**src/hw/rtl/bre_pkg.sv**
```systemverilog
// Shared types and constants for the Exp-Golomb bitstream reader.
package bre_pkg;

	localparam int POS_W = 16;
	localparam int VAL_W = 32;
	localparam int CNT_W = 6;
	localparam int CFG_W = 13;

	typedef enum logic [2:0] {
		MODE_WRITE   = 3'd0,
		MODE_RESTART = 3'd1,
		MODE_READ    = 3'd2,
		MODE_PEEK    = 3'd3,
		MODE_SKIP    = 3'd4,
		MODE_UE      = 3'd5,
		MODE_SE      = 3'd6,
		MODE_NOP     = 3'd7
	} mode_t;

	typedef struct packed {
		mode_t       mode;
		logic [15:0] bit_count;
		logic [11:0] byte_address;
		logic [7:0]  byte_data;
	} in_item_t;

	typedef struct packed {
		logic [31:0]        value;
		logic signed [31:0] signed_value;
		logic               error;
		logic [15:0]        bits_left;
	} out_item_t;

	typedef struct packed {
		logic capture;
		logic mem_write;
		logic restart;
		logic skip;
		logic set_err;
		logic rw_init;
		logic ue_init;
		logic load;
		logic step_zero;
		logic step_one;
		logic suffix_init;
		logic step_shift;
		logic finish;
	} cmd_t;

	typedef struct packed {
		mode_t mode;
		logic  short_rw;
		logic  z_at_limit;
		logic  have;
		logic  bit_val;
		logic  suffix_short;
		logic  cnt_zero;
	} sts_t;

endpackage

```
**src/hw/rtl/bre_ctrl.sv**
```systemverilog
// Controller state machine that sequences each word through the datapath.
module bre_ctrl import bre_pkg::*; (
	input  logic clk,
	input  logic arst_n,
	input  logic start,
	output logic busy,
	output logic done,
	input  sts_t sts,
	output cmd_t cmd
);

	typedef enum logic [5:0] {
		S_IDLE  = 6'b000001,
		S_DISP  = 6'b000010,
		S_ZSCAN = 6'b000100,
		S_ZEND  = 6'b001000,
		S_SHIFT = 6'b010000,
		S_DONE  = 6'b100000
	} state_t;

	state_t state_q;
	state_t state_next;
	logic   done_q;

	always_ff @(posedge clk or negedge arst_n) begin
		if (!arst_n) begin
			state_q <= S_IDLE;
			done_q  <= 1'b0;
		end else begin
			state_q <= state_next;
			done_q  <= (state_q == S_DONE);
		end
	end

	assign busy = (state_q != S_IDLE);
	assign done = done_q;

	always_comb begin
		cmd        = '0;
		state_next = state_q;
		case (state_q)
			S_IDLE: begin
				if (start) begin
					cmd.capture = 1'b1;
					state_next  = S_DISP;
				end
			end
			S_DISP: begin
				state_next = S_DONE;
				case (sts.mode)
					MODE_WRITE: begin
						cmd.mem_write = 1'b1;
					end
					MODE_RESTART: begin
						cmd.restart = 1'b1;
					end
					MODE_SKIP: begin
						cmd.skip = 1'b1;
					end
					MODE_READ, MODE_PEEK: begin
						if (sts.short_rw) begin
							cmd.set_err = 1'b1;
						end else begin
							cmd.rw_init = 1'b1;
							state_next  = S_SHIFT;
						end
					end
					MODE_UE, MODE_SE: begin
						cmd.ue_init = 1'b1;
						state_next  = S_ZSCAN;
					end
					default: begin
						state_next = S_DONE;
					end
				endcase
			end
			S_ZSCAN: begin
				if (sts.z_at_limit) begin
					cmd.set_err = 1'b1;
					state_next  = S_DONE;
				end else if (!sts.have) begin
					cmd.load = 1'b1;
				end else if (sts.bit_val) begin
					cmd.step_one = 1'b1;
					state_next   = S_ZEND;
				end else begin
					cmd.step_zero = 1'b1;
				end
			end
			S_ZEND: begin
				if (sts.suffix_short) begin
					cmd.set_err = 1'b1;
					state_next  = S_DONE;
				end else begin
					cmd.suffix_init = 1'b1;
					state_next      = S_SHIFT;
				end
			end
			S_SHIFT: begin
				if (sts.cnt_zero) begin
					state_next = S_DONE;
				end else if (!sts.have) begin
					cmd.load = 1'b1;
				end else begin
					cmd.step_shift = 1'b1;
				end
			end
			S_DONE: begin
				cmd.finish = 1'b1;
				state_next = S_IDLE;
			end
			default: begin
				state_next = S_IDLE;
			end
		endcase
	end

endmodule

```
**config.mk**
```make
export PLATFORM = sky130hd
export DESIGN_NAME = bre_ctrl
export DESIGN_NICKNAME = d
export VERILOG_FILES = /design/src/hw/rtl/bre_pkg.sv /design/src/hw/rtl/bre_ctrl.sv
export SDC_FILE = /design/constraint.sdc
export NUM_CORES = 1
export LEC_CHECK = 0
export BUFFER_PORTS_ARGS = -buffer_cell sky130_fd_sc_hd__buf_2
export CAP_MARGIN = 20
export CORE_AREA = 2 2 39 41
export DETAILED_ROUTE_END_ITERATION = 8
export DIE_AREA = 0 0 41 43
export GPL_TIMING_DRIVEN = 0
export HOLD_SLACK_MARGIN = 0.15
export PLACE_DENSITY = 0.71
export REMOVE_ABC_BUFFERS = 1
export SLEW_MARGIN = 5
export SYNTH_ARGS = -nofsm -noshare
export SYNTH_HDL_FRONTEND = slang
export SYNTH_SLANG_ARGS = --single-unit
```
**constraint.sdc**
```tcl
create_clock -name clk -period 5.85 [get_ports clk]
set_input_delay 1.755 -clock clk [delete_from_list [all_inputs] [get_ports clk]]
set_output_delay 1.755 -clock clk [all_outputs]
set_load 0.03 [all_outputs]
```
==> impl_metrics.ini <==
[cts]
cts-resized-gates = 0
cts_tree = yes
numClockSinks = 7
cts.repair_timing.setup_buffer_count = 0
cts_root_buffer = clkbuf_4
holdBufCountCts = 0
clk_latency_ns = 0.25
cts-buffers-inserted = 3
cts-htree-levels = 1
ctsLongestPathBuffers = 2
clkSlewWorstSetupHoldPaths_ns = 0.05

[setup_path]
crit_required_ns = 4.09
critical_path.max_fanout = 4
crit_type = input pin to output pin
setup.worst_path.start_class = input pin
cp-end-kind = output pin
worst_ep_arrival_time_ns = 2.74
r2r.worst_path.cells = 4

[timing]
hold-worst-slack_ns = 0.590
setup_violations = 0
min_period_over_period_pct = 76.8
achievable-frequency_mhz = 223
worst_slack_ns = 1.36
finalMaxSlewViolations = 0
period_needed_ns = 4.49
worst_slew_pin_slew_ns = 0.573
final_hold_viol_count = 0
fin_worst_skew_ns = 0.000797
maxSlewHeadroom_pct = 61.3
setup_total_negative_slack_ns = 0
rsz0062_at_grt = false

[worst_hold_path]
type_of_the_tightest_min_delay_check = flip-flop to flip-flop
worst_hold_path.num_cells = 2

[floorplan]
initial_core_util_pct = 38.0
dieHeight_um = 43
die_area_sq_um = 1760
fp-row-count = 14
core_region_area_sq_um = 1380
die_x_um = 41
io_pins = 27

[synthesis]
netlist_instances = 61
syn_area_per_cell_sq_um = 8.61
synth_compound_gate_area_share_pct = 9.05
synth_edf_count = 0
post_synth_main_area_contributors = dfrtp_1 29%, nor2_1 8.6%, dfstp_2 5.0%
synth_top_flop_cell = dfrtp_1
muxShareOfSynthArea_pct = 0
cell_accounting_for_the_most_synthesized_area = dfrtp_1
synth.yosys.warnings = 0
synth_common_cells = 12 x nor2_1, 6 x dfrtp_1, 5 x nand2_1
post_synth_xor_area_fraction_pct = 3.33
synthesis.area_sq_um = 526
ys_async_sr_fraction_pct = 100
dominant_combinational_cell_family_by_area_after_synthesis = simple AND/OR/NAND/NOR gates
synth_cell_type_count = 31
post_synth_fa_ha_maj_area_fraction_pct = 0
yosysTopAreaCellShare_pct = 28.6
postSynthRegisterBits = 7
synthSimpleGateAreaFrac_pct = 51.2
synthMostInstantiatedCell = nor2_1
synth_seq_area_share_pct = 33.6

[placed_design]
post-place-ws_ns = 1.33
dp_hpwl_um = 942
port-buffer-count = 26
routability_congestion_estimate_from_global_placement = 0.745
dp_cells = 102
placedInstanceArea_sq_um = 664

[power_and_ir_drop]
p_leak_nw = 0.345
total_power_mw = 0.216
power.ir.vdd_worst_mv = 0.184
power_density_nw_per_um2 = 313

[grt]
grt_antenna_before_repair = 0
grt_usage_pct = 15.6
grt_pass1_vias = 458
globalRouteOverflowTotal = 0
global_route_wire_length_before_repair_um = 1920
grt_max_degree = 9

[detailed_routing]
final_antenna_net_count = 0
detail_routed_net_length_per_standard_cell_um = 11.2
route.detailed.drc = 0
wl_met1_um = 575
finalWirelength_um = 1190
vias_after_detailed_routing = 563
drt_pass1_iterations = 4
detail_route.iter0.violations = 4
met3WireLength_um = 83
viasPerCell = 5.31
dr_wl_met2_um = 514
top_layer = met4

[final_layout]
layout-drive-gt1-share_pct = 38.9
insertedDiodeCount = 0
fin_area_sq_um = 691
layout.nets = 103
postLayoutCoreUtil_pct = 49.9
fillCellCount = 128
layout_overhead_on_the_synthesized_area_pct = 31.4
fin_cells = 106

[outcome]
result_of_the_run = completed

[job]
max_capacitance_violation_total = 0
where the power goes:
part           switching [mW]  internal (mW)
Combinational          0.0611         0.0363
Clock                  0.0189         0.0261
Sequential             0.0136         0.0601
Total                  0.0935          0.123
final timing paths:
path                                              from                      to  slack, ns
worst max-delay path                            sts[0]                  cmd[1]       1.36
worst min register to register  state_q[0]$_DFFE_PN1P_  state_q[1]$_DFFE_PN0P_       0.59
min in group asynchronous                       arst_n          done$_DFF_PN0_       1.33
worst max register to register  state_q[2]$_DFFE_PN0P_  state_q[5]$_DFFE_PN0P_       3.93
worst min-delay path            state_q[0]$_DFFE_PN1P_  state_q[1]$_DFFE_PN0P_       0.59
max in group asynchronous                       arst_n  state_q[0]$_DFFE_PN1P_       4.29
worst max-delay path: stages:
cell,delay (ns)
buf_2,0.10
nor4b_1,0.49
and2_1,0.20
buf_2,0.19
layout by cell type, fill, tap and decap left out, types with 2 or more instances in the layout:
cell       n
nor4b_1    3
nor4_1     4
a21oi_1    2
nand3b_1   2
clkbuf_4   3
dfrtp_1    6
nor3_1     2
buf_2     26
nand2_1    5
or3_1      2
nor2_1    12
o21ai_0    2
sequential cells by signal, summed over array words and instances (netlist names):
register and flops:
state_q 6, done 1
routing by layer:
metal  track usage, %  vias to the layer above
met1             20.0                      257
met2             23.4                       21
met5                0                        -
met3             3.14                        2
li1                 -                      283
met4             8.00                        0
cell type report:
type	count	area, sq um	area share [%]
multi-input combinational	52	334	48.4
inverter	1	3.75	0.543
clock buffer	4	26.3	3.80
tap	16	20.0	2.90
timing repair buffer	26	130	18.8
sequential	7	176	25.5
cells by family after synthesis:
kind of cell / Yosys count
flip-flops: 7
buffers and inverters: 2
XOR/XNOR: 2
AND/OR/NAND/NOR: 43
AO/OA/AOI/OAI: 7
Note: power is estimated with default switching activity, not from simulation.
